File: src/hdl/bba_pkg.sv
package bba_pkg;

	// field widths
	localparam int OFS_W  = 30;
	localparam int BB_W   = 21;
	localparam int LIM_W  = 11;
	localparam int SIG_W  = 8;
	localparam int ACT_W  = 2;
	localparam int ST_W   = 3;
	localparam int CNT_W  = 11;
	localparam int CFG_W  = 21;
	localparam int CFGA_W = 2;

	// default geometry
	localparam int CAPACITY_DEF  = 1024;
	localparam int WORD_BITS_DEF = 64;

	// register reset values
	localparam logic [BB_W-1:0]  BLOCK_BYTES_RST = BB_W'(4096);
	localparam logic [LIM_W-1:0] BLOCK_LIMIT_RST = LIM_W'(1024);
	localparam logic [LIM_W-1:0] RESERVED_RST    = LIM_W'(1);

	localparam logic [CNT_W-1:0] CNT_MAX = {CNT_W{1'b1}};

	typedef enum logic [ACT_W-1:0] {
		ACT_ALLOC  = 2'd0,
		ACT_FREE   = 2'd1,
		ACT_FORMAT = 2'd2
	} action_t;

	typedef enum logic [ST_W-1:0] {
		ST_OK      = 3'd0,
		ST_OOM     = 3'd1,
		ST_BADSIG  = 3'd2,
		ST_BADID   = 3'd3,
		ST_IGNORED = 3'd4
	} status_t;

	typedef enum logic [CFGA_W-1:0] {
		REG_BLOCK_BYTES = 2'd0,
		REG_BLOCK_LIMIT = 2'd1,
		REG_RESERVED    = 2'd2
	} reg_idx_t;

	// divider request / response
	typedef struct packed {
		logic             start;
		logic [OFS_W-1:0] dividend;
		logic [BB_W-1:0]  divisor;
	} div_req_t;

	typedef struct packed {
		logic             busy;
		logic             done;
		logic [OFS_W-1:0] quotient;
		logic [BB_W-1:0]  remainder;
	} div_rsp_t;

endpackage

File: src/hdl/bitmap_block_allocator.sv
// First-fit block allocator over a free bitmap (set bit = free block).
// Requests enter on in_valid/in_ready, one at a time; each gives exactly one
// result on out_valid/out_ready. A result waits in an output register, so the
// next request is taken while the previous result is still unread; a request
// only stalls at its end if the output register is still full.
// Steps from acceptance to result (output register empty):
//   allocate: bitmap words are scanned from word 0 until a free bit is found;
//             one word is read per cycle, then the offset is multiplied.
//             Out of memory answers once all NWORDS words are scanned.
//   free:     the block id comes from a bit-serial divider (30 steps), the
//             word/bit position from a reciprocal multiply.
//             An id out of range answers after the divide, rejected handles without it.
//   format:   all NWORDS words are rewritten, one bitmap word written per cycle.
// After reset the block formats the bitmap with the reset register values
// while holding in_ready low; no result is produced for it.
// Configuration writes (cfg_we) take effect at once and should happen only
// while idle; limits are latched at the start of each format.
module bitmap_block_allocator import bba_pkg::*; #(
	parameter int CAPACITY  = CAPACITY_DEF,
	parameter int WORD_BITS = WORD_BITS_DEF
) (
	input  logic              clk,
	input  logic              arst_n,
	input  logic              cfg_we,
	input  logic [CFGA_W-1:0] cfg_addr,
	input  logic [CFG_W-1:0]  cfg_wdata,
	input  logic              in_valid,
	output logic              in_ready,
	input  logic [ACT_W-1:0]  action,
	input  logic [SIG_W-1:0]  caller_signature,
	input  logic [SIG_W-1:0]  handle_signature,
	input  logic [OFS_W-1:0]  handle_offset,
	input  logic              handle_valid,
	output logic              out_valid,
	input  logic              out_ready,
	output logic [ST_W-1:0]   status,
	output logic [OFS_W-1:0]  offset,
	output logic [BB_W-1:0]   size,
	output logic [SIG_W-1:0]  signature_out,
	output logic [CNT_W-1:0]  active_count
);

	localparam int NWORDS = (CAPACITY + WORD_BITS - 1) / WORD_BITS;
	localparam int AW     = (NWORDS > 1) ? $clog2(NWORDS) : 1;
	localparam int BW     = $clog2(WORD_BITS);
	localparam int BW1    = $clog2(WORD_BITS + 1);
	localparam int IDW    = $clog2(NWORDS * WORD_BITS + 1);
	localparam int CW     = ((IDW > LIM_W) ? IDW : LIM_W) + 1;
	localparam int PW     = CW + BB_W;
	localparam int LIM_RST_I = (int'(BLOCK_LIMIT_RST) < CAPACITY) ?
		int'(BLOCK_LIMIT_RST) : CAPACITY;
	// id / WORD_BITS by reciprocal multiply, exact for ids below 2**CW
	localparam int QSH = CW + BW1;
	localparam int QPW = CW + QSH;
	localparam longint unsigned RECIP =
		((64'd1 << QSH) + 64'(WORD_BITS) - 64'd1) / 64'(WORD_BITS);

	typedef enum logic [9:0] {
		S_FMT   = 10'b00_0000_0001,
		S_IDLE  = 10'b00_0000_0010,
		S_ARD   = 10'b00_0000_0100,
		S_ACHK  = 10'b00_0000_1000,
		S_AMUL  = 10'b00_0001_0000,
		S_FDIV1 = 10'b00_0010_0000,
		S_FDIV2 = 10'b00_0100_0000,
		S_FRD   = 10'b00_1000_0000,
		S_FWR   = 10'b01_0000_0000,
		S_DONE  = 10'b10_0000_0000
	} state_t;

	state_t state_q;

	// configuration
	logic [BB_W-1:0]  bb_q;
	logic [LIM_W-1:0] lim_q;
	logic [LIM_W-1:0] rsv_q;

	// format limits, latched at start of a format pass
	logic [CW-1:0] fmt_rsv_q;
	logic [CW-1:0] fmt_lim_q;
	logic          fmt_reply_q;

	logic [AW-1:0]    scan_idx_q;
	logic [CW-1:0]    base_q;
	logic [CW-1:0]    id_q;
	logic [BW-1:0]    fb_q;
	logic [SIG_W-1:0] csig_q;
	logic [CNT_W-1:0] active_q;

	status_t          res_status_q;
	logic [OFS_W-1:0] res_offset_q;
	logic [BB_W-1:0]  res_size_q;
	logic [SIG_W-1:0] res_sig_q;

	logic             out_valid_q;
	status_t          out_status_q;
	logic [OFS_W-1:0] out_offset_q;
	logic [BB_W-1:0]  out_size_q;
	logic [SIG_W-1:0] out_sig_q;
	logic [CNT_W-1:0] out_active_q;

	logic                 ram_wr_en;
	logic [WORD_BITS-1:0] ram_wr_data;
	logic                 ram_rd_en;
	logic [AW-1:0]        ram_rd_addr;
	logic [WORD_BITS-1:0] ram_rdata;

	div_req_t div_req;
	div_rsp_t div_rsp;

	logic                 in_fire;
	logic                 free_ok;
	logic [CW-1:0]        eff_lim;
	logic                 last_word;
	logic                 found;
	logic [WORD_BITS-1:0] iso;
	logic [BW-1:0]        bidx;
	logic [WORD_BITS-1:0] fmt_mask;
	logic [BW1-1:0]       mask_lo;
	logic [BW1-1:0]       mask_hi;
	logic [CW-1:0]        d_lo;
	logic [CW-1:0]        d_hi;
	logic                 id_ok;
	logic [PW-1:0]        prod;
	logic [CW-1:0]        fid;
	logic [QPW-1:0]       qprod;
	logic [CW-1:0]        fword;
	logic [CW-1:0]        fbit;

	assign in_ready = (state_q == S_IDLE);
	assign in_fire  = in_valid && in_ready;
	assign free_ok  = handle_valid && (handle_signature == caller_signature) && (bb_q != '0);
	assign eff_lim  = (CW'(lim_q) < CW'(CAPACITY)) ? CW'(lim_q) : CW'(CAPACITY);
	assign last_word = (scan_idx_q == AW'(NWORDS - 1));
	assign prod     = PW'(id_q) * PW'(bb_q);
	assign id_ok    = (div_rsp.quotient >= OFS_W'(rsv_q)) &&
		(div_rsp.quotient < OFS_W'(eff_lim));

	// word and bit position of a block id that passed the range check
	assign fid   = div_rsp.quotient[CW-1:0];
	assign qprod = QPW'(fid) * QPW'(RECIP);
	assign fword = qprod[QPW-1:QSH];
	assign fbit  = fid - fword * CW'(WORD_BITS);

	// lowest set bit of the word under scan
	always_comb begin
		found = |ram_rdata;
		iso   = ram_rdata & (~ram_rdata + WORD_BITS'(1));
		bidx  = '0;
		for (int b = 0; b < WORD_BITS; b++) begin
			if (iso[b]) begin
				bidx = bidx | BW'(b);
			end
		end
	end

	// free bits of one word: ids in [fmt_rsv, fmt_lim) relative to base
	always_comb begin
		d_lo = fmt_rsv_q - base_q;
		d_hi = fmt_lim_q - base_q;
		if (fmt_rsv_q <= base_q) begin
			mask_lo = '0;
		end else if (d_lo >= CW'(WORD_BITS)) begin
			mask_lo = BW1'(WORD_BITS);
		end else begin
			mask_lo = d_lo[BW1-1:0];
		end
		if (fmt_lim_q <= base_q) begin
			mask_hi = '0;
		end else if (d_hi >= CW'(WORD_BITS)) begin
			mask_hi = BW1'(WORD_BITS);
		end else begin
			mask_hi = d_hi[BW1-1:0];
		end
		for (int b = 0; b < WORD_BITS; b++) begin
			fmt_mask[b] = (BW1'(b) >= mask_lo) && (BW1'(b) < mask_hi);
		end
	end

	// bitmap access
	always_comb begin
		ram_rd_en   = 1'b0;
		ram_wr_en   = 1'b0;
		ram_wr_data = fmt_mask;
		ram_rd_addr = scan_idx_q;
		unique case (state_q)
			S_FMT: begin
				ram_wr_en = 1'b1;
			end
			S_ARD, S_FRD: begin
				ram_rd_en = 1'b1;
			end
			S_ACHK: begin
				// zero word: fetch the next one in the same cycle
				ram_rd_en   = !found && !last_word;
				ram_rd_addr = AW'(scan_idx_q + 1'b1);
				ram_wr_en   = found;
				ram_wr_data = ram_rdata & ~iso;
			end
			S_FWR: begin
				ram_wr_en   = 1'b1;
				ram_wr_data = ram_rdata | (WORD_BITS'(1) << fb_q);
			end
			default: ;
		endcase
	end

	// block id = offset / block_bytes
	always_comb begin
		div_req.start    = in_fire && (action == ACT_FREE) && free_ok;
		div_req.dividend = handle_offset;
		div_req.divisor  = bb_q;
	end

	bba_div u_div (
		.clk    (clk),
		.arst_n (arst_n),
		.req    (div_req),
		.rsp    (div_rsp)
	);

	bba_ram #(
		.DEPTH (NWORDS),
		.WIDTH (WORD_BITS),
		.AW    (AW)
	) u_ram (
		.clk     (clk),
		.wr_en   (ram_wr_en),
		.wr_addr (scan_idx_q),
		.wr_data (ram_wr_data),
		.rd_en   (ram_rd_en),
		.rd_addr (ram_rd_addr),
		.rd_data (ram_rdata)
	);

	// configuration registers
	always_ff @(posedge clk or negedge arst_n) begin
		if (!arst_n) begin
			bb_q  <= BLOCK_BYTES_RST;
			lim_q <= BLOCK_LIMIT_RST;
			rsv_q <= RESERVED_RST;
		end else if (cfg_we) begin
			unique case (cfg_addr)
				REG_BLOCK_BYTES: bb_q  <= cfg_wdata;
				REG_BLOCK_LIMIT: lim_q <= cfg_wdata[LIM_W-1:0];
				REG_RESERVED:    rsv_q <= cfg_wdata[LIM_W-1:0];
				default: ;
			endcase
		end
	end

	always_ff @(posedge clk or negedge arst_n) begin
		if (!arst_n) begin
			state_q      <= S_FMT;
			fmt_rsv_q    <= CW'(RESERVED_RST);
			fmt_lim_q    <= CW'(LIM_RST_I);
			fmt_reply_q  <= 1'b0;
			scan_idx_q   <= '0;
			base_q       <= '0;
			id_q         <= '0;
			fb_q         <= '0;
			csig_q       <= '0;
			active_q     <= '0;
			res_status_q <= ST_OK;
			res_offset_q <= '0;
			res_size_q   <= '0;
			res_sig_q    <= '0;
			out_valid_q  <= 1'b0;
			out_status_q <= ST_OK;
			out_offset_q <= '0;
			out_size_q   <= '0;
			out_sig_q    <= '0;
			out_active_q <= '0;
		end else begin
			if (out_valid_q && out_ready && state_q != S_DONE) begin
				out_valid_q <= 1'b0;
			end
			unique case (state_q)
				S_IDLE: begin
					if (in_fire) begin
						csig_q       <= caller_signature;
						res_offset_q <= '0;
						res_size_q   <= '0;
						res_sig_q    <= '0;
						case (action)
							ACT_ALLOC: begin
								scan_idx_q <= '0;
								base_q     <= '0;
								state_q    <= S_ARD;
							end
							ACT_FREE: begin
								if (!handle_valid) begin
									res_status_q <= ST_IGNORED;
									state_q      <= S_DONE;
								end else if (handle_signature != caller_signature) begin
									res_status_q <= ST_BADSIG;
									state_q      <= S_DONE;
								end else if (bb_q == '0) begin
									res_status_q <= ST_BADID;
									state_q      <= S_DONE;
								end else begin
									state_q <= S_FDIV1;
								end
							end
							ACT_FORMAT: begin
								fmt_rsv_q   <= CW'(rsv_q);
								fmt_lim_q   <= eff_lim;
								fmt_reply_q <= 1'b1;
								scan_idx_q  <= '0;
								base_q      <= '0;
								active_q    <= '0;
								state_q     <= S_FMT;
							end
							default: begin
								res_status_q <= ST_IGNORED;
								state_q      <= S_DONE;
							end
						endcase
					end
				end
				S_FMT: begin
					if (last_word) begin
						res_status_q <= ST_OK;
						state_q      <= fmt_reply_q ? S_DONE : S_IDLE;
					end else begin
						scan_idx_q <= AW'(scan_idx_q + 1'b1);
						base_q     <= base_q + CW'(WORD_BITS);
					end
				end
				S_ARD: begin
					state_q <= S_ACHK;
				end
				S_ACHK: begin
					if (found) begin
						id_q <= base_q + CW'(bidx);
						if (active_q != CNT_MAX) begin
							active_q <= active_q + 1'b1;
						end
						state_q <= S_AMUL;
					end else if (last_word) begin
						res_status_q <= ST_OOM;
						state_q      <= S_DONE;
					end else begin
						scan_idx_q <= AW'(scan_idx_q + 1'b1);
						base_q     <= base_q + CW'(WORD_BITS);
					end
				end
				S_AMUL: begin
					res_status_q <= ST_OK;
					res_offset_q <= prod[OFS_W-1:0];
					res_size_q   <= bb_q;
					res_sig_q    <= csig_q;
					state_q      <= S_DONE;
				end
				S_FDIV1: begin
					if (div_rsp.done) begin
						if (id_ok) begin
							state_q <= S_FDIV2;
						end else begin
							res_status_q <= ST_BADID;
							state_q      <= S_DONE;
						end
					end
				end
				S_FDIV2: begin
					scan_idx_q <= fword[AW-1:0];
					fb_q       <= fbit[BW-1:0];
					state_q    <= S_FRD;
				end
				S_FRD: begin
					state_q <= S_FWR;
				end
				S_FWR: begin
					// a double free leaves the bit set but still counts down
					if (active_q != '0) begin
						active_q <= active_q - 1'b1;
					end
					res_status_q <= ST_OK;
					state_q      <= S_DONE;
				end
				S_DONE: begin
					if (!out_valid_q || out_ready) begin
						out_valid_q  <= 1'b1;
						out_status_q <= res_status_q;
						out_offset_q <= res_offset_q;
						out_size_q   <= res_size_q;
						out_sig_q    <= res_sig_q;
						out_active_q <= active_q;
						state_q      <= S_IDLE;
					end
				end
				default: state_q <= S_IDLE;
			endcase
		end
	end

	assign out_valid     = out_valid_q;
	assign status        = out_status_q;
	assign offset        = out_offset_q;
	assign size          = out_size_q;
	assign signature_out = out_sig_q;
	assign active_count  = out_active_q;

endmodule

File: src/hdl/bba_div.sv
// Restoring divider, one quotient bit per cycle.
module bba_div import bba_pkg::*; (
	input  logic     clk,
	input  logic     arst_n,
	input  div_req_t req,
	output div_rsp_t rsp
);

	localparam int NW   = OFS_W;
	localparam int DW   = BB_W;
	localparam int CNTW = $clog2(NW + 1);

	logic [NW-1:0]   dvd_q;
	logic [DW-1:0]   dsr_q;
	logic [DW-1:0]   rem_q;
	logic [CNTW-1:0] cnt_q;
	logic            busy_q;
	logic            done_q;

	logic [DW:0]   trial;
	logic          take;
	logic [DW:0]   diff;

	always_comb begin
		trial = {rem_q, dvd_q[NW-1]};
		take  = trial >= {1'b0, dsr_q};
		diff  = trial - {1'b0, dsr_q};
	end

	always_ff @(posedge clk or negedge arst_n) begin
		if (!arst_n) begin
			dvd_q  <= '0;
			dsr_q  <= '0;
			rem_q  <= '0;
			cnt_q  <= '0;
			busy_q <= 1'b0;
			done_q <= 1'b0;
		end else begin
			done_q <= 1'b0;
			if (!busy_q) begin
				if (req.start) begin
					dvd_q  <= req.dividend;
					dsr_q  <= req.divisor;
					rem_q  <= '0;
					cnt_q  <= CNTW'(NW);
					busy_q <= 1'b1;
				end
			end else begin
				rem_q <= take ? diff[DW-1:0] : trial[DW-1:0];
				dvd_q <= {dvd_q[NW-2:0], take};
				cnt_q <= cnt_q - 1'b1;
				if (cnt_q == CNTW'(1)) begin
					busy_q <= 1'b0;
					done_q <= 1'b1;
				end
			end
		end
	end

	assign rsp.busy      = busy_q;
	assign rsp.done      = done_q;
	assign rsp.quotient  = dvd_q;
	assign rsp.remainder = rem_q;

endmodule

File: src/hdl/bba_ram.sv
// Free bitmap store: one write port, one read port, registered read data.
module bba_ram import bba_pkg::*; #(
	parameter int DEPTH = CAPACITY_DEF / WORD_BITS_DEF,
	parameter int WIDTH = WORD_BITS_DEF,
	parameter int AW    = (DEPTH > 1) ? $clog2(DEPTH) : 1
) (
	input  logic             clk,
	input  logic             wr_en,
	input  logic [AW-1:0]    wr_addr,
	input  logic [WIDTH-1:0] wr_data,
	input  logic             rd_en,
	input  logic [AW-1:0]    rd_addr,
	output logic [WIDTH-1:0] rd_data
);

	logic [WIDTH-1:0] mem [DEPTH];
	logic [WIDTH-1:0] rd_data_q;

	always_ff @(posedge clk) begin
		if (wr_en) begin
			mem[wr_addr] <= wr_data;
		end
	end

	always_ff @(posedge clk) begin
		if (rd_en) begin
			rd_data_q <= mem[rd_addr];
		end
	end

	assign rd_data = rd_data_q;

endmodule
File: config.mk
export PLATFORM = sky130hd
export DESIGN_NAME = bitmap_block_allocator
export DESIGN_NICKNAME = d
export VERILOG_FILES = /design/src/hdl/bba_pkg.sv /design/src/hdl/bitmap_block_allocator.sv /design/src/hdl/bba_div.sv /design/src/hdl/bba_ram.sv
export SDC_FILE = /design/constraint.sdc
export NUM_CORES = 2
export LEC_CHECK = 0
export ABC_AREA = 1
export BUFFER_PORTS_ARGS = -buffer_cell sky130_fd_sc_hd__clkbuf_2
export CAP_MARGIN = 20
export CORE_ASPECT_RATIO = 1.5
export CORE_MARGIN = 1.5
export CORE_UTILIZATION = 30
export DETAILED_ROUTE_END_ITERATION = 8
export PLACE_DENSITY = 0.42
export SKIP_CTS_REPAIR_TIMING = 1
export SLEW_MARGIN = 20
export SYNTH_ARGS = -nofsm -noshare
export SYNTH_HDL_FRONTEND = slang
export SYNTH_SLANG_ARGS = --single-unit
File: constraint.sdc
create_clock -name clk -period 6.92 [get_ports clk]
set_input_delay 0 -clock clk [delete_from_list [all_inputs] [get_ports clk]]
set_output_delay 0 -clock clk [all_outputs]
set_load 0.02 [all_outputs]
# After elaboration in Yosys (flattened, before gate mapping)
# Memory sizes are Yosys's and may differ from the RTL's. A register that Yosys moved wholly into a read port is not among the register bits.
# Index checks and enable logic that the tools add are counted.
dict set report totals {
  in_bits 77
  latchBits 0
  wordCells 580
  reg_bits 346
  memories 1
  ram_bits 1024
  romBits 0
}
dict set report classes {
  n_addsub 11
  n_reduce_logical 107
  n_eq_ne 38
  shift 1
  order_cmp 136
  div 0
  bitwise_logic 6
  mul 1
  n_mux 250
}
# memory depth word_bits rd rd_clocked_by_memory_dff wr line_no
set memory_table {}
lappend memory_table {u_ram.mem 16 64 1 1 1 bba_ram.sv:16} ;# logic [WIDTH-1:0] mem [DEPTH];
# cell n
set op_table {}
lappend op_table {{10-bit 2-to-1 mux} 34}
lappend op_table {{12-bit 2-to-1 mux} 23}
lappend op_table {{21-bit 2-to-1 mux} 12}
lappend op_table {{6-bit by 7-bit >= comparator with 1-bit output (first input constant)} 32}
lappend op_table {{6-bit by 7-bit less-than comparator with 1-bit output (first input constant)} 32}
lappend op_table {{30-bit 2-to-1 mux} 7}
lappend op_table {{11-bit 2-to-1 mux} 19}
lappend op_table {{6-bit 2-to-1 mux} 32}
lappend op_table {{64-bit AND} 2}
lappend op_table {{64-bit NOT} 2}
lappend op_table {{64-bit one-hot mux with 2 select lines} 1}
lappend op_table {{5-bit by 7-bit >= comparator with 1-bit output (first input constant)} 16}
lappend op_table {{5-bit by 7-bit less-than comparator with 1-bit output (first input constant)} 16}
lappend op_table {{3-bit 2-to-1 mux} 37}
lappend op_table {{5-bit 2-to-1 mux} 19}
lappend op_table {{10-bit one-hot mux with 9 select lines} 1}
lappend op_table {{4-bit 2-to-1 mux} 20}
lappend op_table {{1-bit logical AND} 73}
lappend op_table {{64-bit by 1-bit adder with 64-bit output (second input constant)} 1}
lappend op_table {{64-bit OR} 1}
lappend op_table {{64-bit OR reduction} 1}
lappend op_table {{1-bit by 6-bit << shifter with 64-bit output (first input constant)} 1}
lappend op_table {{30-bit one-hot mux with 2 select lines} 1}
lappend op_table {{4-bit by 7-bit >= comparator with 1-bit output (first input constant)} 8}
lappend op_table {{other kinds (76)} 159}

# Longest topological paths before layout
dict set report logic_depth {
  ltp_word 69
  mapped_depth 26
  ltp_nobuf 25
}

# By module
# Synthesis repeated with hierarchy kept, for this count alone.
dict set report unflattened {
  hier_cells 8547
  hier_area_um2 76285.7
}
# module area_each_um2 instances seq_area_each_um2 cells_each
set by_module_without_submodules {}
lappend by_module_without_submodules {bba_ram 45926.5 1 32671.3 4210}
lappend by_module_without_submodules {bitmap_block_allocator 25348.1 1 6488.7 3637}
lappend by_module_without_submodules {bba_div 5011.1 1 1976.9 700}

# Least setup slack after synthesis
# Ideal clock, no wire load.
dict set report synth_timing {
  path_type {register to register}
  start {reg id_q[11]}
  end {reg res_offset_q[27]}
  path_slack_ps 1916
  path_buffers 2
  synth_period_minus_slack_ps 5004
  t_arrival_ps 4874
  path_stages_with_launch 20
  cell_sequence {dfrtp_1 clkbuf_1 clkbuf_1 nand2_1 fa_1 inv_1 fa_1 fa_1 fa_1 fa_1 ha_1 nand2_1 nor2_1 nand3_1 o21ai_0 nand3_1 nand2_1 nand2_1 nand3_1 o21ai_0}
}
dict set report synth_via {
  elab_chain_len 2
}
# element line_no
set synth_rtl {}
lappend synth_rtl {{start: declaration} bitmap_block_allocator.sv:85} ;# logic [CW-1:0] id_q;
lappend synth_rtl {{start signal: assignment} bitmap_block_allocator.sv:335} ;# id_q <= base_q + CW'(bidx);
lappend synth_rtl {{12-bit by 21-bit multiplier with 30-bit output} bitmap_block_allocator.sv:135} ;# assign prod = PW'(id_q) * PW'(bb_q);
lappend synth_rtl {{30-bit one-hot mux with 2 select lines} bitmap_block_allocator.sv:278} ;# unique case (state_q)
lappend synth_rtl {{end signal: assignment} bitmap_block_allocator.sv:350} ;# res_offset_q <= prod[OFS_W-1:0];
lappend synth_rtl {{end: declaration} bitmap_block_allocator.sv:91} ;# logic [OFS_W-1:0] res_offset_q;
# Every way passes these cells.
# A chain may end at the register's enable or synchronous reset.

# Worst setup path in the final report
dict set report layout_timing {
  start {reg id_q[5]}
  end {reg res_offset_q[27]}
}
# Same word-level chain as after synthesis.

==> metrics.yaml <==
power:
  vdd_drop_max_mv: 0.358
  power_switching_mw: 18.3
  p_clk_share_pct: 20.2
  internal_power_mw: 22.8
  p_total_mw: 41.0
  p_sw_share_pct: 44.5
  p_seq_share_pct: 34.7
  p_per_area_nw_per_um2: 491
  combPwrFrac_pct: 45.1
  leakagePower_nw: 34.7
critical_path:
  critPathArrivalTime_ns: 6.40
  worst_ep_required_time_ns: 7.58
  reg2regPathDepth: 19
  timing.rr.end: "res_offset_q[27]"
  critical_path.top_delay_family: "adder cells"
  critPathKind: "reg -> reg"
  endpoint_kind: "flop"
  worstSetupEndpoint: "res_offset_q[27]"
  cpMaxStageDelayCell: "dfrtp_1"
  cp_num_cells: 19
  start_kind: "flop"
  crit_buf_inv: 2
  cpPeakStageDelay_ns: 0.73
  worstPathMaxFanout: 14
  crit_chain: "nand2_1 > fa_1 > inv_1 > fa_1 > ha_1 > fa_1 > fa_1 > ha_1 > nand2_1 > o21ai_0 > a21oi_1 > o21bai_1 > inv_1 > o21ai_0 > nand3_1 > nand2_1 > nand2_1 > nand3_1 > o21ai_0"
  r2r_slack_ns: 1.18
  worstSetupStartpoint: "id_q[5]"
  r2r-start: "id_q[5]"
timing:
  rsz0062_at_grt: "false"
  clock.fmax_mhz: 174
  slew_headroom_pct: 26.8
  hold_viol: 2
  slew_violations: 0
  layout_min_cycle_time_ns: 5.74
  worst_pin_slew_ns: 1.09
  fin_skew_ns: 0.0691
  setup_viol: 0
  fin_hold_ws_ns: -0.0296
  fin_crit_sh_pct: 83.0
  tns_ns: 0
cts:
  cts_buffers: 158
  cts_tree: "yes"
  h-tree-depth: 4
  cts.reportedPaths.clkPinSlew_ns: 0.06
  cts_sinks: 1426
  cts_buffer_depth: 4
  root_buffer: "clkbuf_16"
  clock_latency_ns: 0.86
logic_synthesis:
  yosys_warnings: 0
  ys_seq_area_share_pct: 56.3
  synth_area_sq_um: 73100
  synth_ff_type: "edfxtp_1"
  synth_top_area_share_pct: 44.7
  synth_cell_type_count: 60
  synth_cells: 7508
  synth_seq_cells: 1426
  synth_edf_count: 1088
  synth.avg_cell_area_sq_um: 9.74
  ys_top_cells_by_area: "edfxtp_1, dfrtp_1, nand2_1"
  synth_largest_area_cell: "edfxtp_1"
  postSynth.asyncResetShare_pct: 23.7
grt:
  grt_first_pass_wirelength_mm: 386
  overflow: 0
  grt_pass1_vias: 54600
  grt_usage_pct: 21.5
  grt_max_degree: 190
  antenna_found_initial: 4
final_layout:
  stdcell_count: 11000
  nNetsFinal: 8073
  final_area_sq_um: 83600
  drive_above_1_share_pct: 7.78
  nFillCells: 24600
  utilization_pct: 34.5
  areaGrowthSynthToFinish_pct: 14.3
run:
  drv_cap: 0
floorplan:
  die_h_um: 608
  die-area_sq_um: 247000
  die_w_um: 406
  row_count: 221
  io_pins: 152
  start_util_pct: 30.2
  core_sq_um: 242000
detailed_routing:
  drt_iter0_drc: 3888
  routed_wl_mm: 268
  first_pass_iters: 6
  via_per_inst: 4.94
  drc: 0
  routed-via-count: 54500
  ant_nets: 0
  wire_per_inst_um: 24.3
run_status:
  violations: "hold timing"
  outcome: "finished, violations left"
min_path:
  min_path_type: "in -> reg"
place:
  portBuffers: 151
  placed_cell_area_sq_um: 77700
  dp.cells: 10700
  gp_congestion: 0.987
  dp_hpwl_mm: 181
## kinds of logic (layout without fill, tap and decap cells)
kind of cell	Yosys count	count (layout)	share of synthesized area, %
xor+xnor	59	59	0.717
fa+ha+maj	319	319	7.41
flops	1426	1426	56.3
simple gates	2667	2667	15.7
other cells	2	8	0.0103
buf+inv	1582	1858	8.35
mux	10	10	0.152
compound gates	1443	1443	11.4
## synth_stat cells, types with 129 or more instances
cell type	instances
nand3_1	662
edfxtp_1	1088
o211ai_1	269
nand2_1	1424
o21ai_0	590
fa_1	190
nor2_1	335
a21oi_1	395
clkbuf_1	240
dfrtp_1	332
inv_1	1197
ha_1	129
## tightest hold or removal path, stage by stage
cell      delay (ns)
clkbuf_2        0.09
xnor2_1         0.05
nand2_1         0.08
nor3_2          0.12
nand3_1         0.10
o211ai_1        0.08
nand3_1         0.08
o21ai_0         0.09
nand2_1         0.06
## flip-flops by register name, summed over array words and instances, names as in the netlist, 12 cells and up
register,flops
u_ram.mem,1024
u_ram.rd_data,64
offset,30
res_offset_q,30
u_div.dvd_q,30
bb_q,21
res_size_q,21
size,21
u_div.dsr_q,21
u_div.rem_q,21
id_q,12
## layout make-up
| type | instances | area, sq um | area share, % |
|---|---|---|---|
| Tap cell | 3233 | 4050 | 4.84 |
| Clock inverter | 64 | 631 | 0.754 |
| Clock buffer | 205 | 4280 | 5.12 |
| Timing Repair Buffer | 366 | 2800 | 3.35 |
| Multi-Input combinational cell | 4502 | 26100 | 31.2 |
| Sequential cell | 1426 | 41100 | 49.2 |
| Inverter | 1223 | 4610 | 5.51 |
| Antenna cell | 4 | 10.0 | 0.0120 |
## through the flow
step / setup slack [ns] / hold slack [ns]
after floorplan: 1.92 / -0.296
after global placement: 1.21 / 0.119
after detailed placement: 1.15 / 0.130
after CTS: 1.18 / -0.783
after global routing: 0.770 / -0.00134
final: 1.18 / -0.0296
## worst min-delay path by stage
stage | startpoint | end | cells after the start
5_1_grt | handle_offset[13] | u_div.dvd_q[13] | 4
2_1_floorplan | arst_n | active_count[0] | 0
4_1_cts | arst_n | u_div.rem_q[14] | 1
3_3_place_gp | arst_n | u_div.rem_q[6] | 1
3_5_place_dp | arst_n | u_div.dvd_q[28] | 1
6_report | handle_signature[5] | state_q[9] | 9
## routing by layer
| layer | wire length (um) | share of wire, % | global-route usage (%) | vias up |
|---|---|---|---|---|
| li1 | - | - | - | 25700 |
| met1 | 104000 | 39 | 24.4 | 27000 |
| met2 | 138000 | 52 | 38.9 | 1283 |
| met3 | 9900 | 3.7 | 2.57 | 524 |
| met4 | 16200 | 6.1 | 11.3 | 0 |
| met5 | 0 | 0 | 0 | - |
## power groups by stage
stage	Sequential, mW	Clock, mW	Combinational (mW)
final	14.2	8.30	18.5
after global routing	14.3	8.83	20.6
after detailed placement	14.4	0	18.7
after floorplan	14.1	0	11.2
after CTS	14.2	8.55	18.8
after global placement	14.4	0	18.6
## layout by cell type (no fill, tap or decap), types with 9 or more instances in the layout
cell type	netlist	layout
a21oi_1	395	395
a32oi_1	27	27
buf_12	0	12
buf_4	6	108
bufinv_16	0	10
clkbuf_1	240	38
clkbuf_16	0	163
clkbuf_2	0	150
clkinv_1	3	31
clkinv_2	0	9
clkinvlp_4	0	9
dfrtp_1	332	332
dlygate4sd3_1	0	92
edfxtp_1	1088	1088
fa_1	190	190
ha_1	129	129
inv_1	1197	1196
inv_2	23	22
mux2_2	9	9
nand2_1	1424	1422
nand2_2	10	11
nand3_1	662	661
nand3b_1	12	12
nand4_1	88	88
nor2_1	335	317
nor2_2	19	21
nor2_4	6	22
nor3_1	69	67
o211ai_1	269	269
o21ai_0	590	586
o21ai_1	31	34
o21bai_1	13	13
o221ai_1	29	28
o22ai_1	47	47
xnor2_1	31	31
xor2_1	27	27
No activity file was read; power rests on OpenSTA's default activity.
